**config.mk**
```make
export PLATFORM = sky130hd
export DESIGN_NAME = daily_and_interval_event_table_flat
export DESIGN_NICKNAME = d
export VERILOG_FILES = /design/src/daet_pkg.sv /design/src/daet_channels.sv /design/src/daily_and_interval_event_table.sv /design/src/daet_match.sv /design/src/flat_wrapper.sv
export SDC_FILE = /design/constraint.sdc
export NUM_CORES = 1
export LEC_CHECK = 0
export BUFFER_PORTS_ARGS = -buffer_cell sky130_fd_sc_hd__buf_4
export CORE_MARGIN = 8
export CORE_UTILIZATION = 50
export DETAILED_ROUTE_END_ITERATION = 10
export GPL_ROUTABILITY_DRIVEN = 0
export PLACE_DENSITY = 0.68
export SYNTH_ARGS = -nofsm -noshare
export SYNTH_HDL_FRONTEND = slang
export SYNTH_SLANG_ARGS = --single-unit
```
**constraint.sdc**
```tcl
create_clock -name clock -period 17.96 [get_ports clock]
set_input_delay 1.796 -clock clock [delete_from_list [all_inputs] [get_ports clock]]
set_output_delay 1.796 -clock clock [all_outputs]
set_load 0.005 [all_outputs]
```
**src/daet_pkg.sv**
```systemverilog
// ----------------------------------------------------------------------------
// Event table package
// Shared codes, entry layout and digit decoding for the event table.
// ----------------------------------------------------------------------------
`default_nettype none

package daet_pkg;

   localparam int MAX_ENTRIES_DEFAULT = 16;

   localparam int VAL_W   = 7;
   localparam int TOTAL_W = 13;
   localparam int SPAN_W  = 19;
   localparam int SEC_W   = 32;

   localparam logic [2:0] ST_ADDED   = 3'd0;
   localparam logic [2:0] ST_FULL    = 3'd1;
   localparam logic [2:0] ST_NO_TIME = 3'd2;
   localparam logic [2:0] ST_NONE    = 3'd3;
   localparam logic [2:0] ST_FIRED   = 3'd4;

   localparam logic [1:0] KIND_INERT  = 2'd0;
   localparam logic [1:0] KIND_DAILY  = 2'd1;
   localparam logic [1:0] KIND_REPEAT = 2'd2;

   localparam logic [7:0] CHAR_DAILY  = 8'h64;
   localparam logic [7:0] CHAR_REPEAT = 8'h72;
   localparam logic [7:0] CHAR_ZERO   = 8'h30;

   typedef struct packed {
      logic [7:0]         id;
      logic [1:0]         kind;
      logic [VAL_W-1:0]   hour;
      logic [VAL_W-1:0]   minute;
      logic [SPAN_W-1:0]  span;
   } entry_type;

   typedef struct packed {
      logic [4:0]        hour;
      logic [5:0]        minute;
      logic [SEC_W-1:0]  seconds;
   } now_type;

   function automatic logic [VAL_W-1:0] decode_pair(input logic [5:0] tens,
                                                     input logic [5:0] ones);
      logic [VAL_W-1:0] t;
      logic [VAL_W-1:0] o;
      t = VAL_W'({2'b00, tens} - CHAR_ZERO);
      o = VAL_W'({2'b00, ones} - CHAR_ZERO);
      decode_pair = (t << 3) + (t << 1) + o;
   endfunction

endpackage

`default_nettype wire

```
**src/daet_channels.sv**
```systemverilog
// ----------------------------------------------------------------------------
// Event table channels
// Request and response handshake interfaces of the event table.
// ----------------------------------------------------------------------------
`default_nettype none

interface daet_req_if;
   logic       valid;
   logic       ready;
   logic       mode;
   logic [7:0] event_id;
   logic [7:0] type_char;
   logic [5:0] hour_tens_char;
   logic [5:0] hour_ones_char;
   logic [5:0] minute_tens_char;
   logic [5:0] minute_ones_char;
   logic       time_valid;
   logic [4:0] now_hour;
   logic [5:0] now_minute;
   logic [31:0] now_seconds;

   modport source (output valid, mode, event_id, type_char, hour_tens_char,
                   hour_ones_char, minute_tens_char, minute_ones_char,
                   time_valid, now_hour, now_minute, now_seconds,
                   input ready);
   modport sink (input valid, mode, event_id, type_char, hour_tens_char,
                 hour_ones_char, minute_tens_char, minute_ones_char,
                 time_valid, now_hour, now_minute, now_seconds,
                 output ready);
endinterface

interface daet_rsp_if;
   logic       valid;
   logic       ready;
   logic [2:0] status;
   logic [7:0] fired_id;

   modport source (output valid, status, fired_id, input ready);
   modport sink (input valid, status, fired_id, output ready);
endinterface

`default_nettype wire

```
**src/daily_and_interval_event_table.sv**
```systemverilog
// ----------------------------------------------------------------------------
// Daily and interval event table
// Stores scheduled events and reports the first one due at a time check.
// ----------------------------------------------------------------------------
// Usage:
//   req_if carries one item per handshake: mode 0 adds an event from its id,
//   type character and four ASCII digits; mode 1 checks the table against
//   now_hour, now_minute and now_seconds. rsp_if returns one item per request
//   with a status code and the id of the entry that fired.
//   An add runs through decode, minute total, span in seconds with table
//   write, and output load (only decode and output load when it is refused),
//   all on one small shift-add datapath.
//   A check reads the table memory one entry a cycle, and the single match
//   unit evaluates each entry in the cycle after its read; the scan stops at
//   the first entry that fires, or after the last stored entry.
//   req_if.ready is high only while no item is in work, so the next item can
//   be accepted in the same cycle that a response appears; a finished response sits in
//   the output register, so the next item is accepted while rsp_if is
//   stalled, and it waits before its own response until that one leaves.
//   Reset empties the table (entry count zero) and drops any pending
//   response; table contents need no clearing.
// ----------------------------------------------------------------------------
`default_nettype none

module daily_and_interval_event_table #(
   parameter int MAX_ENTRIES = daet_pkg::MAX_ENTRIES_DEFAULT
) (
   input  logic       clock,
   input  logic       reset,
   daet_req_if.sink   req_if,
   daet_rsp_if.source rsp_if
);

   localparam int IDX_W = (MAX_ENTRIES > 1) ? $clog2(MAX_ENTRIES) : 1;
   localparam int CNT_W = $clog2(MAX_ENTRIES + 1);
   localparam logic [CNT_W-1:0] COUNT_MAX = CNT_W'(MAX_ENTRIES);

   localparam logic [2:0] S_IDLE   = 3'd0;
   localparam logic [2:0] S_DECODE = 3'd1;
   localparam logic [2:0] S_TOTAL  = 3'd2;
   localparam logic [2:0] S_SPAN   = 3'd3;
   localparam logic [2:0] S_SCAN   = 3'd4;
   localparam logic [2:0] S_FINISH = 3'd5;

   logic [2:0]       state_ff, state_in;
   logic [CNT_W-1:0] count_ff, count_in;
   logic [CNT_W-1:0] ptr_ff, ptr_in;
   logic             pend_ff, pend_in;
   logic [IDX_W-1:0] pend_idx_ff, pend_idx_in;

   logic [7:0]       id_ff, id_in;
   logic [7:0]       type_ff, type_in;
   logic [5:0]       ht_ff, ht_in, ho_ff, ho_in, mt_ff, mt_in, mo_ff, mo_in;
   logic             tvalid_ff, tvalid_in;
   daet_pkg::now_type now_ff, now_in;

   logic [1:0]                    kind_ff, kind_in;
   logic [daet_pkg::VAL_W-1:0]    hour_ff, hour_in, minute_ff, minute_in;
   logic [daet_pkg::TOTAL_W-1:0]  total_ff, total_in;

   logic [2:0] res_status_ff, res_status_in;
   logic [7:0] res_fired_ff, res_fired_in;
   logic       rsp_valid_ff, rsp_valid_in;
   logic [2:0] rsp_status_ff, rsp_status_in;
   logic [7:0] rsp_fired_ff, rsp_fired_in;

   daet_pkg::entry_type entry_mem [MAX_ENTRIES];
   logic [daet_pkg::SEC_W-1:0] last_mem [MAX_ENTRIES];

   daet_pkg::entry_type        rd_entry_ff;
   logic [daet_pkg::SEC_W-1:0] rd_last_ff;

   logic                       rd_en;
   logic                       ent_we;
   daet_pkg::entry_type        ent_wdata;
   logic                       last_we;
   logic [IDX_W-1:0]           last_waddr;
   logic [daet_pkg::SEC_W-1:0] last_wdata;
   logic                       accept;
   logic                       hit;
   logic [daet_pkg::SPAN_W-1:0] span;

   daet_match u_match (
      .entry     (rd_entry_ff),
      .last_fire (rd_last_ff),
      .now       (now_ff),
      .hit       (hit)
   );

   assign req_if.ready    = (state_ff == S_IDLE);
   assign accept          = req_if.valid && req_if.ready;
   assign rsp_if.valid    = rsp_valid_ff;
   assign rsp_if.status   = rsp_status_ff;
   assign rsp_if.fired_id = rsp_fired_ff;

   assign span = {total_ff, 6'b000000} - daet_pkg::SPAN_W'({total_ff, 2'b00});

   always_comb begin
      state_in      = state_ff;
      count_in      = count_ff;
      ptr_in        = ptr_ff;
      pend_in       = pend_ff;
      pend_idx_in   = pend_idx_ff;
      id_in         = id_ff;
      type_in       = type_ff;
      ht_in         = ht_ff;
      ho_in         = ho_ff;
      mt_in         = mt_ff;
      mo_in         = mo_ff;
      tvalid_in     = tvalid_ff;
      now_in        = now_ff;
      kind_in       = kind_ff;
      hour_in       = hour_ff;
      minute_in     = minute_ff;
      total_in      = total_ff;
      res_status_in = res_status_ff;
      res_fired_in  = res_fired_ff;
      rsp_valid_in  = rsp_valid_ff;
      rsp_status_in = rsp_status_ff;
      rsp_fired_in  = rsp_fired_ff;
      rd_en         = 1'b0;
      ent_we        = 1'b0;
      ent_wdata     = '{id: id_ff, kind: kind_ff, hour: hour_ff, minute: minute_ff,
                        span: span};
      last_we       = 1'b0;
      last_waddr    = count_ff[IDX_W-1:0];
      last_wdata    = now_ff.seconds;

      if (rsp_valid_ff && rsp_if.ready) begin
         rsp_valid_in = 1'b0;
      end

      case (state_ff)
         S_IDLE: begin
            if (accept) begin
               id_in     = req_if.event_id;
               type_in   = req_if.type_char;
               ht_in     = req_if.hour_tens_char;
               ho_in     = req_if.hour_ones_char;
               mt_in     = req_if.minute_tens_char;
               mo_in     = req_if.minute_ones_char;
               tvalid_in = req_if.time_valid;
               now_in    = '{hour: req_if.now_hour, minute: req_if.now_minute,
                             seconds: req_if.now_seconds};
               ptr_in    = '0;
               pend_in   = 1'b0;
               state_in  = req_if.mode ? S_SCAN : S_DECODE;
            end
         end
         S_DECODE: begin
            res_fired_in = 8'd0;
            if (count_ff >= COUNT_MAX) begin
               res_status_in = daet_pkg::ST_FULL;
               state_in      = S_FINISH;
            end else if (type_ff == daet_pkg::CHAR_REPEAT && !tvalid_ff) begin
               res_status_in = daet_pkg::ST_NO_TIME;
               state_in      = S_FINISH;
            end else begin
               hour_in   = daet_pkg::decode_pair(ht_ff, ho_ff);
               minute_in = daet_pkg::decode_pair(mt_ff, mo_ff);
               if (type_ff == daet_pkg::CHAR_DAILY) begin
                  kind_in = daet_pkg::KIND_DAILY;
               end else if (type_ff == daet_pkg::CHAR_REPEAT) begin
                  kind_in = daet_pkg::KIND_REPEAT;
               end else begin
                  kind_in = daet_pkg::KIND_INERT;
               end
               state_in = S_TOTAL;
            end
         end
         S_TOTAL: begin
            total_in = {hour_ff, 6'b000000} - daet_pkg::TOTAL_W'({hour_ff, 2'b00})
                       + daet_pkg::TOTAL_W'(minute_ff);
            state_in = S_SPAN;
         end
         S_SPAN: begin
            ent_we        = 1'b1;
            last_we       = (kind_ff == daet_pkg::KIND_REPEAT);
            count_in      = count_ff + 1'b1;
            res_status_in = daet_pkg::ST_ADDED;
            state_in      = S_FINISH;
         end
         S_SCAN: begin
            if (pend_ff && hit) begin
               last_we       = (rd_entry_ff.kind == daet_pkg::KIND_REPEAT);
               last_waddr    = pend_idx_ff;
               res_status_in = daet_pkg::ST_FIRED;
               res_fired_in  = rd_entry_ff.id;
               pend_in       = 1'b0;
               state_in      = S_FINISH;
            end else if (ptr_ff < count_ff) begin
               rd_en       = 1'b1;
               pend_in     = 1'b1;
               pend_idx_in = ptr_ff[IDX_W-1:0];
               ptr_in      = ptr_ff + 1'b1;
            end else if (pend_ff) begin
               pend_in = 1'b0;
            end else begin
               res_status_in = daet_pkg::ST_NONE;
               res_fired_in  = 8'd0;
               state_in      = S_FINISH;
            end
         end
         S_FINISH: begin
            if (!rsp_valid_ff || rsp_if.ready) begin
               rsp_valid_in  = 1'b1;
               rsp_status_in = res_status_ff;
               rsp_fired_in  = res_fired_ff;
               state_in      = S_IDLE;
            end
         end
         default: begin
            state_in = S_IDLE;
         end
      endcase
   end

   always_ff @(posedge clock) begin
      if (reset) begin
         state_ff     <= S_IDLE;
         count_ff     <= '0;
         ptr_ff       <= '0;
         pend_ff      <= 1'b0;
         rsp_valid_ff <= 1'b0;
      end else begin
         state_ff     <= state_in;
         count_ff     <= count_in;
         ptr_ff       <= ptr_in;
         pend_ff      <= pend_in;
         rsp_valid_ff <= rsp_valid_in;
      end
   end

   always_ff @(posedge clock) begin
      pend_idx_ff   <= pend_idx_in;
      id_ff         <= id_in;
      type_ff       <= type_in;
      ht_ff         <= ht_in;
      ho_ff         <= ho_in;
      mt_ff         <= mt_in;
      mo_ff         <= mo_in;
      tvalid_ff     <= tvalid_in;
      now_ff        <= now_in;
      kind_ff       <= kind_in;
      hour_ff       <= hour_in;
      minute_ff     <= minute_in;
      total_ff      <= total_in;
      res_status_ff <= res_status_in;
      res_fired_ff  <= res_fired_in;
      rsp_status_ff <= rsp_status_in;
      rsp_fired_ff  <= rsp_fired_in;
   end

   always_ff @(posedge clock) begin
      if (ent_we) begin
         entry_mem[count_ff[IDX_W-1:0]] <= ent_wdata;
      end
      if (rd_en) begin
         rd_entry_ff <= entry_mem[ptr_ff[IDX_W-1:0]];
      end
   end

   always_ff @(posedge clock) begin
      if (last_we) begin
         last_mem[last_waddr] <= last_wdata;
      end
      if (rd_en) begin
         rd_last_ff <= last_mem[ptr_ff[IDX_W-1:0]];
      end
   end

endmodule

`default_nettype wire

```
**src/daet_match.sv**
```systemverilog
// ----------------------------------------------------------------------------
// Event table match unit
// Shared compare unit: tests one stored entry against the current time.
// ----------------------------------------------------------------------------
`default_nettype none

module daet_match (
   input  daet_pkg::entry_type        entry,
   input  logic [daet_pkg::SEC_W-1:0] last_fire,
   input  daet_pkg::now_type          now,
   output logic                       hit
);

   logic [daet_pkg::SEC_W:0] diff;
   logic [daet_pkg::SEC_W:0] span_ext;
   logic                     daily_hit;
   logic                     repeat_hit;

   assign diff       = {1'b0, now.seconds} - {1'b0, last_fire};
   assign span_ext   = (daet_pkg::SEC_W + 1)'(entry.span);
   assign repeat_hit = $signed(diff) >= $signed(span_ext);
   assign daily_hit  = (entry.hour == {2'b00, now.hour}) &&
                       (entry.minute == {1'b0, now.minute});

   always_comb begin
      case (entry.kind)
         daet_pkg::KIND_DAILY:  hit = daily_hit;
         daet_pkg::KIND_REPEAT: hit = repeat_hit;
         default:               hit = 1'b0;
      endcase
   end

endmodule

`default_nettype wire

```
**src/flat_wrapper.sv**
```systemverilog
// flat-port wrapper written by rule: the top's interface ports become plain ports
module daily_and_interval_event_table_flat 
#(
   parameter int MAX_ENTRIES = daet_pkg::MAX_ENTRIES_DEFAULT
)
  (clock, reset, req_if_valid, req_if_mode, req_if_event_id, req_if_type_char, req_if_hour_tens_char, req_if_hour_ones_char, req_if_minute_tens_char, req_if_minute_ones_char, req_if_time_valid, req_if_now_hour, req_if_now_minute, req_if_now_seconds, req_if_ready, rsp_if_valid, rsp_if_status, rsp_if_fired_id, rsp_if_ready);
  daet_req_if req_if_i ();
  daet_rsp_if rsp_if_i ();
  input  logic clock;
  input  logic reset;
  input wire logic [$bits(req_if_i.valid)-1:0] req_if_valid;
  input wire logic [$bits(req_if_i.mode)-1:0] req_if_mode;
  input wire logic [$bits(req_if_i.event_id)-1:0] req_if_event_id;
  input wire logic [$bits(req_if_i.type_char)-1:0] req_if_type_char;
  input wire logic [$bits(req_if_i.hour_tens_char)-1:0] req_if_hour_tens_char;
  input wire logic [$bits(req_if_i.hour_ones_char)-1:0] req_if_hour_ones_char;
  input wire logic [$bits(req_if_i.minute_tens_char)-1:0] req_if_minute_tens_char;
  input wire logic [$bits(req_if_i.minute_ones_char)-1:0] req_if_minute_ones_char;
  input wire logic [$bits(req_if_i.time_valid)-1:0] req_if_time_valid;
  input wire logic [$bits(req_if_i.now_hour)-1:0] req_if_now_hour;
  input wire logic [$bits(req_if_i.now_minute)-1:0] req_if_now_minute;
  input wire logic [$bits(req_if_i.now_seconds)-1:0] req_if_now_seconds;
  output wire logic [$bits(req_if_i.ready)-1:0] req_if_ready;
  output wire logic [$bits(rsp_if_i.valid)-1:0] rsp_if_valid;
  output wire logic [$bits(rsp_if_i.status)-1:0] rsp_if_status;
  output wire logic [$bits(rsp_if_i.fired_id)-1:0] rsp_if_fired_id;
  input wire logic [$bits(rsp_if_i.ready)-1:0] rsp_if_ready;
  assign req_if_i.valid = req_if_valid;
  assign req_if_i.mode = req_if_mode;
  assign req_if_i.event_id = req_if_event_id;
  assign req_if_i.type_char = req_if_type_char;
  assign req_if_i.hour_tens_char = req_if_hour_tens_char;
  assign req_if_i.hour_ones_char = req_if_hour_ones_char;
  assign req_if_i.minute_tens_char = req_if_minute_tens_char;
  assign req_if_i.minute_ones_char = req_if_minute_ones_char;
  assign req_if_i.time_valid = req_if_time_valid;
  assign req_if_i.now_hour = req_if_now_hour;
  assign req_if_i.now_minute = req_if_now_minute;
  assign req_if_i.now_seconds = req_if_now_seconds;
  assign req_if_ready = req_if_i.ready;
  assign rsp_if_valid = rsp_if_i.valid;
  assign rsp_if_status = rsp_if_i.status;
  assign rsp_if_fired_id = rsp_if_i.fired_id;
  assign rsp_if_i.ready = rsp_if_ready;
  daily_and_interval_event_table #(.MAX_ENTRIES(MAX_ENTRIES)) u_core (.clock(clock), .reset(reset), .req_if(req_if_i), .rsp_if(rsp_if_i));
endmodule
```
==> results of run 1 <==
## cell families (layout without fill, tap and decap cells)
family / count (synthesis) / after routing / synth area share
xor+xnor: 70 / 70 / 0.0110
other cells: 0 / 1 / 0
fa+ha+maj: 115 / 115 / 0.0270
buf+inv: 225 / 516 / 0.0157
simple gates: 283 / 283 / 0.0257
flops: 1395 / 1395 / 0.746
mux: 371 / 371 / 0.148
compound gates: 219 / 219 / 0.0270
## layout make-up
type,count,area share
multi-input combinational,1058,0.216
sequential,1395,0.659
tap,1488,0.0294
inverter,113,0.00673
antenna,1,0.0000395
timing repair buffer,150,0.0182
clock inverter,69,0.0113
clock buffer,184,0.0597
## state kept, by name, summed over array words and instances (netlist names), 4 cells and up
name and cells:
u_core.ht_ff 6, u_core.res_fired_ff 8, u_core.entry_mem 656, u_core.pend_idx_ff 4, u_core.total_ff 13, u_core.ho_ff 6, u_core.mt_ff 6, u_core.type_ff 8
u_core.count_ff 5, u_core.minute_ff 7, u_core.last_mem 512, u_core.rd_last_ff 32, u_core.rd_entry_ff 41, u_core.ptr_ff 5, u_core.id_ff 8, u_core.rsp_if.fired_id 8
u_core.last_wdata 32, u_core.now_ff 11, u_core.mo_ff 6, u_core.hour_ff 7
## power by group through the flow
stage | logic [mW] | registers, mW | clock network (mW)
6_report | 0.795 | 4.15 | 2.86
5_1_grt | 0.882 | 4.17 | 3.03
4_1_cts | 0.795 | 4.15 | 2.91
3_5_place_dp | 0.790 | 4.22 | 0
3_3_place_gp | 0.757 | 4.20 | 0
2_1_floorplan | 0.564 | 4.14 | 0
## through the flow
step	setup WS [ns]	hold WS, ns	instance area (sq um)	util	cells
floorplan	11.20	0.400	56000	-	2678
global placement	11.65	0.404	58900	0.531	4204
detailed placement	11.48	0.415	58900	0.531	4204
CTS	11.43	0.428	63400	0.572	4457
global route	10.92	0.430	63400	0.572	4457
finish	11.40	0.425	63400	0.572	4458
## cell usage after synthesis, drive strengths merged (10+ instances only)
| cell | count |
|---|---|
| edfxtp | 1380 |
| mux4 | 365 |
| inv | 113 |
| ha | 105 |
| nand2 | 76 |
| clkbuf | 72 |
| a21oi | 67 |
| nor2 | 66 |
| xnor2 | 54 |
| o21ai | 44 |
| buf | 40 |
| nor3 | 23 |
| a21o | 22 |
| nand4 | 21 |
| xor2 | 16 |
| and2 | 15 |
| dfxtp | 15 |
| nor2b | 14 |
| nand3 | 13 |
| nand2b | 12 |
| o21a | 12 |
| o31ai | 12 |
| fa | 10 |
| or3 | 10 |
## path summary, 6_finish.rpt
| check | startpoint | to | slack (ns) | cells after the start |
|---|---|---|---|---|
| worst max-delay path | u_core.last_wdata[0]$_DFFE_PP_ | u_core.last_mem[10][11]$_DFFE_PP_ | 11.40 | 20 |
| worst min-delay path | u_core.res_status_ff[0]$_DFFE_PP_ | u_core.rsp_if.status[0]$_DFFE_PP_ | 0.42 | 0 |
| worst max register to register | u_core.last_wdata[0]$_DFFE_PP_ | u_core.last_mem[10][11]$_DFFE_PP_ | 11.40 | 20 |
| worst min register to register | u_core.res_status_ff[0]$_DFFE_PP_ | u_core.rsp_if.status[0]$_DFFE_PP_ | 0.42 | 0 |
## metal layers
layer  up-vias  global-route usage  share of wire
met5         -                   0              0
met3       218              0.0317          0.054
met2       891               0.342           0.52
li1      11400                   -              -
met1     14000               0.256           0.40
met4         0              0.0565          0.025
==> results_dict.tcl, run 1 <==
set metrics [dict create \
    fin_crit_ns 6.56 \
    multi_input_area_sq_um 13700 \
    synth_edf_count 1380 \
    crit_type "register to register" \
    fin_crit_sh 0.366 \
    p_leak_nw 20.0 \
    cts_buffer_depth 3 \
    io_buffers 101 \
    drv_slew 0 \
    mostFrequentLayoutCells "edfxtp_1, mux4_2, buf_4" \
    worstMarginPinSlew_ns 1.30 \
    core_sq_um 111000 \
    synthesis.area_sq_um 56000 \
    swShare 0.238 \
    synth_top_area_frac 0.740 \
    min_path_type "register to register" \
    slew_headroom 0.127 \
    synth_top_cell_by_area "edfxtp_1" \
    async_flop_share 0 \
    yosys-top-cells-area "edfxtp_1, mux4_2, ha_1" \
    path_clk_slew_ns 0.06 \
    die-area_sq_um 123000 \
    internal-power_mw 5.95 \
    sequentialPowerShare 0.532 \
    clk_latency_ns 0.74 \
    arrival_ns 6.92 \
    cts-root-buf "clkbuf_16" \
    finalClockSkew_ns 0.0310 \
    track_usage 0.196 \
    crit_chain "inv_1, ha_1, fa_1, nand2b_1, a21o_1, and2_1, o21ai_0, a21boi_0, xnor2_1, ha_1, nand4_1, nor4_1, a211oi_1, and4b_1, o211ai_1, a2111oi_4, nand4_4, nand3_2, o31ai_4, buf_4" \
    crit_slowest_cell "o31ai_4" \
    firstDrtPassIters 7 \
    vdd_drop_max_uv 84.9 \
    power_mw 7.81 \
    ys_types 74 \
    syn_area_per_cell_sq_um 20.9 \
    hold_buffers 0 \
    status "completed" \
    drive_gt1_frac 0.258 \
    cap_violations 0 \
    final_common_cell "edfxtp_1" \
    postCtsSetupBuffers 0 \
    syn_nets 2882 \
    postSynthCellCount 2678 \
    rsz0062_at_grt "no" \
    regArea_sq_um 41800 \
    dominantRegCellSynth "edfxtp_1" \
    cts.repair.resized 0 \
    die-height_um 351 \
    comb_power_share 0.102 \
    drt_iter0_markers 2577 \
    max_clock_freq_mhz 152 \
    die-width_um 351 \
    critPathMostFrequentCell "ha_1" \
    fp-row-count 122 \
    vias 26500 \
    start_kind "register" \
    grt_pass1_wl_mm 179 \
    synth-seq-area-share 0.746 \
    setup_tns_ns 0 \
    p_sw_mw 1.86 \
    globalRouteOverflowTotal 0 \
    drc 0 \
    endpoint_kind "register" \
    numCtsBuffers 138 \
    viasPerCell 5.95 \
    wire_per_inst_um 26.9 \
    synth_seq_cells 1395 \
    critical_path.max_stage_delay_ns 0.76 \
    cp_top_family "simple AND/OR/NAND/NOR gates" \
    start_util 0.505 \
    cts_tree "done" \
    power_density_nw_per_um2 123 \
    first_global_vias 28000 \
    synth_warnings 0 \
    dp_hpwl_mm 65.6 \
    clock_sinks 1395 \
    antenna_found_initial 5 \
    grt_max_degree 130 \
    final_hold_viol_count 0 \
    nets 3060 \
    fillCellCount 8029 \
    ioPinCount 102 \
    wl_mm 120 \
    path_buf_inv 2 \
    final_antenna_net_count 0 \
    pwr-share-clk 0.366 \
    syn_to_final_growth_pct 13.3 \
    critPathMaxFanout 24 \
    htree_levels 4 \
    setup_viol 0 \
    required_ns 18.32 \
]
(Power assumes the default switching activity.)
==> run 2, diff against run 1 <==
--- a/config.mk
+++ b/config.mk
@@ -5,6 +5,7 @@
 export SDC_FILE = /design/constraint.sdc
 export NUM_CORES = 1
 export LEC_CHECK = 0
+export ABC_AREA = 1
 export BUFFER_PORTS_ARGS = -buffer_cell sky130_fd_sc_hd__buf_4
 export CORE_MARGIN = 8
 export CORE_UTILIZATION = 50
==> constraint.sdc (replaced) <==
create_clock -name clock -period 6.65 [get_ports clock]
set_input_delay 0.665 -clock clock [delete_from_list [all_inputs] [get_ports clock]]
set_output_delay 0.665 -clock clock [all_outputs]
set_load 0.005 [all_outputs]
==> results_dict.tcl, run 2 <==
set metrics [dict create \
    cap_violations 0 \
    max_clock_freq_mhz 178 \
    syn_area_per_cell_sq_um 13.3 \
    synth_warnings 0 \
    dominantRegCellSynth "edfxtp_1" \
    die-height_um 355 \
    yosysMostFrequentCell "edfxtp_1" \
    r2r_end "u_core.last_mem[9][29]$_DFFE_PP_" \
    ioPinCount 102 \
    clock_sinks 1395 \
    io_buffers 101 \
    grt_pass1_wl_mm 206 \
    hold_start "req_if_now_seconds[10]" \
    cts-root-buf "clkbuf_16" \
    vdd_drop_max_uv 260 \
    die-area_sq_um 126000 \
    cts_buffer_depth 3 \
    ys_types 49 \
    grt_max_degree 221 \
    reg2reg_from "u_core.last_wdata[0]$_DFFE_PP_" \
    arrival_ns 6.04 \
    utilization 0.568 \
    core_sq_um 114000 \
    final_hold_viol_count 0 \
    final_antenna_net_count 0 \
    synthesis.area_sq_um 57500 \
    worstRegToRegCells 25 \
    mostFrequentLayoutCells "edfxtp_1, nor2_1, nand2_1" \
    largest_reg_flops 656 \
    final_common_cell "edfxtp_1" \
    worstMarginPinSlew_ns 1.22 \
    firstDrtPassIters 8 \
    wl_mm 137 \
    synth-seq-area-share 0.726 \
    whs_path_depth 1 \
    die-width_um 355 \
    fin_crit_sh 0.843 \
    vias 35100 \
    critPathMaxFanout 20 \
    hold_buffers 0 \
    cts.repair.resized 0 \
    start_kind "register" \
    async_flop_share 0 \
    drv_slew 0 \
    setup_tns_ns 0 \
    rrSetupSlack_ns 1.05 \
    postSynthCellCount 4323 \
    yosys-top-cells-count "edfxtp_1, nor2_1, nand2_1" \
    synth_top_area_frac 0.721 \
    fin_crit_ns 5.60 \
    cts_tree "done" \
    p_leak_nw 22.0 \
    fp-row-count 124 \
    dp_hpwl_mm 75.0 \
    endpoint_kind "register" \
    rsz0062_at_grt "no" \
    synth_seq_cells 1395 \
    crit_start "u_core.last_wdata[0]$_DFFE_PP_" \
    viasPerCell 5.81 \
    syn_to_final_growth_pct 12.8 \
    required_ns 7.09 \
    first_global_vias 34300 \
    whs_endpoint "u_core.last_wdata[10]$_DFFE_PP_" \
    postCtsSetupBuffers 0 \
    synth_top_cell_by_area "edfxtp_1" \
    nets 4617 \
    crit_type "register to register" \
    drive_gt1_frac 0.104 \
    htree_levels 4 \
    wire_per_inst_um 22.7 \
    slew_headroom 0.188 \
    antenna_found_initial 0 \
    numCtsBuffers 141 \
    globalRouteOverflowTotal 0 \
    synth_edf_count 1380 \
    status "completed" \
    power_density_nw_per_um2 343 \
    path_clk_slew_ns 0.06 \
    track_usage 0.211 \
    diodes 0 \
    setup_viol 0 \
    clk_latency_ns 0.75 \
    finalClockSkew_ns 0.0272 \
    syn_nets 4527 \
    min_path_type "input pin to register" \
    start_util 0.504 \
    drt_iter0_markers 3899 \
    drc 0 \
    yosys-top-cells-area "edfxtp_1, nor2_1, o21ai_0" \
]
==> run 2: final cells by class <==
cell class | count | area [sq um]
multi-input combinational | 2445 | 14200
timing repair buffer | 170 | 1390
fill | 9026 | 49300
sequential | 1395 | 41800
tap | 1512 | 1890
clock inverter | 99 | 1040
clock buffer | 161 | 3600
inverter | 260 | 993
==> run 2: cells by family after synthesis <==
kind of cell	synth area share
AOI/OAI and AO/OA	0.0843
xor gates and xnor gates	0.0105
adders and majority gates	0.0263
buffers and inverters	0.0319
DFF	0.726
muxes	0.0204
and+or+nand+nor	0.101
==> run 2: worst max path at each step <==
stage | slack, ns | end | depth (start not counted)
after floorplan | 1.34 | u_core.last_mem[0][0]$_DFFE_PP_ | 25
after global placement | 1.16 | u_core.last_mem[9][30]$_DFFE_PP_ | 25
after detailed placement | 1.09 | u_core.last_mem[9][20]$_DFFE_PP_ | 25
after CTS | 1.05 | u_core.last_mem[9][29]$_DFFE_PP_ | 25
after global routing | 0.67 | u_core.last_mem[9][29]$_DFFE_PP_ | 25
final | 1.05 | u_core.last_mem[9][29]$_DFFE_PP_ | 25
==> run 2: worst max-delay path: stages, from the launching register on <==
cell and delay (ns):
edfxtp_1 0.76, inv_1 0.10, ha_1 0.26, fa_1 0.43, nor2_1 0.14, or2_1 0.16
nand2_1 0.07, nand3_2 0.11, a21oi_1 0.09, xnor2_1 0.14, ha_1 0.29, nand2_1 0.10
nor2_1 0.07, and3b_1 0.16, a21boi_0 0.18, nand3_1 0.10, nor2_1 0.11, nand3_1 0.09
o21bai_2 0.18, nand2_4 0.12, nand3_4 0.26, nand2_1 0.10, nand2_1 0.09, nand3_1 0.31
nor2_4 0.54, buf_4 0.32
==> run 2: routing by layer <==
metal	global-route usage	share of wire	up-vias
met2	0.354	0.49	1363
met4	0.0719	0.030	0
met3	0.0307	0.069	258
li1	-	-	16100
met1	0.284	0.41	17400
met5	0	0	-
==> run 2: report_power, final <==
part / internal, mW / total, mW / switching (mW)
Combinational: 0.895 / 2.85 / 1.95
Sequential: 11.0 / 11.5 / 0.524
Clock: 4.48 / 7.89 / 3.41
Total: 16.4 / 22.3 / 5.89
==> run 2: through the flow <==
step	setup WS [ns]	total power, mW	hold WS [ns]	cells	cell area (sq um)
after global placement	1.16	14.5	0.406	5782	60200
after CTS	1.05	22.4	0.0378	6042	64800
final	1.05	22.3	0.0886	6042	64800
after detailed placement	1.09	14.5	0.405	5782	60200
after global routing	0.669	23.1	0.0568	6042	64800
after floorplan	1.34	13.4	0.400	4323	57500
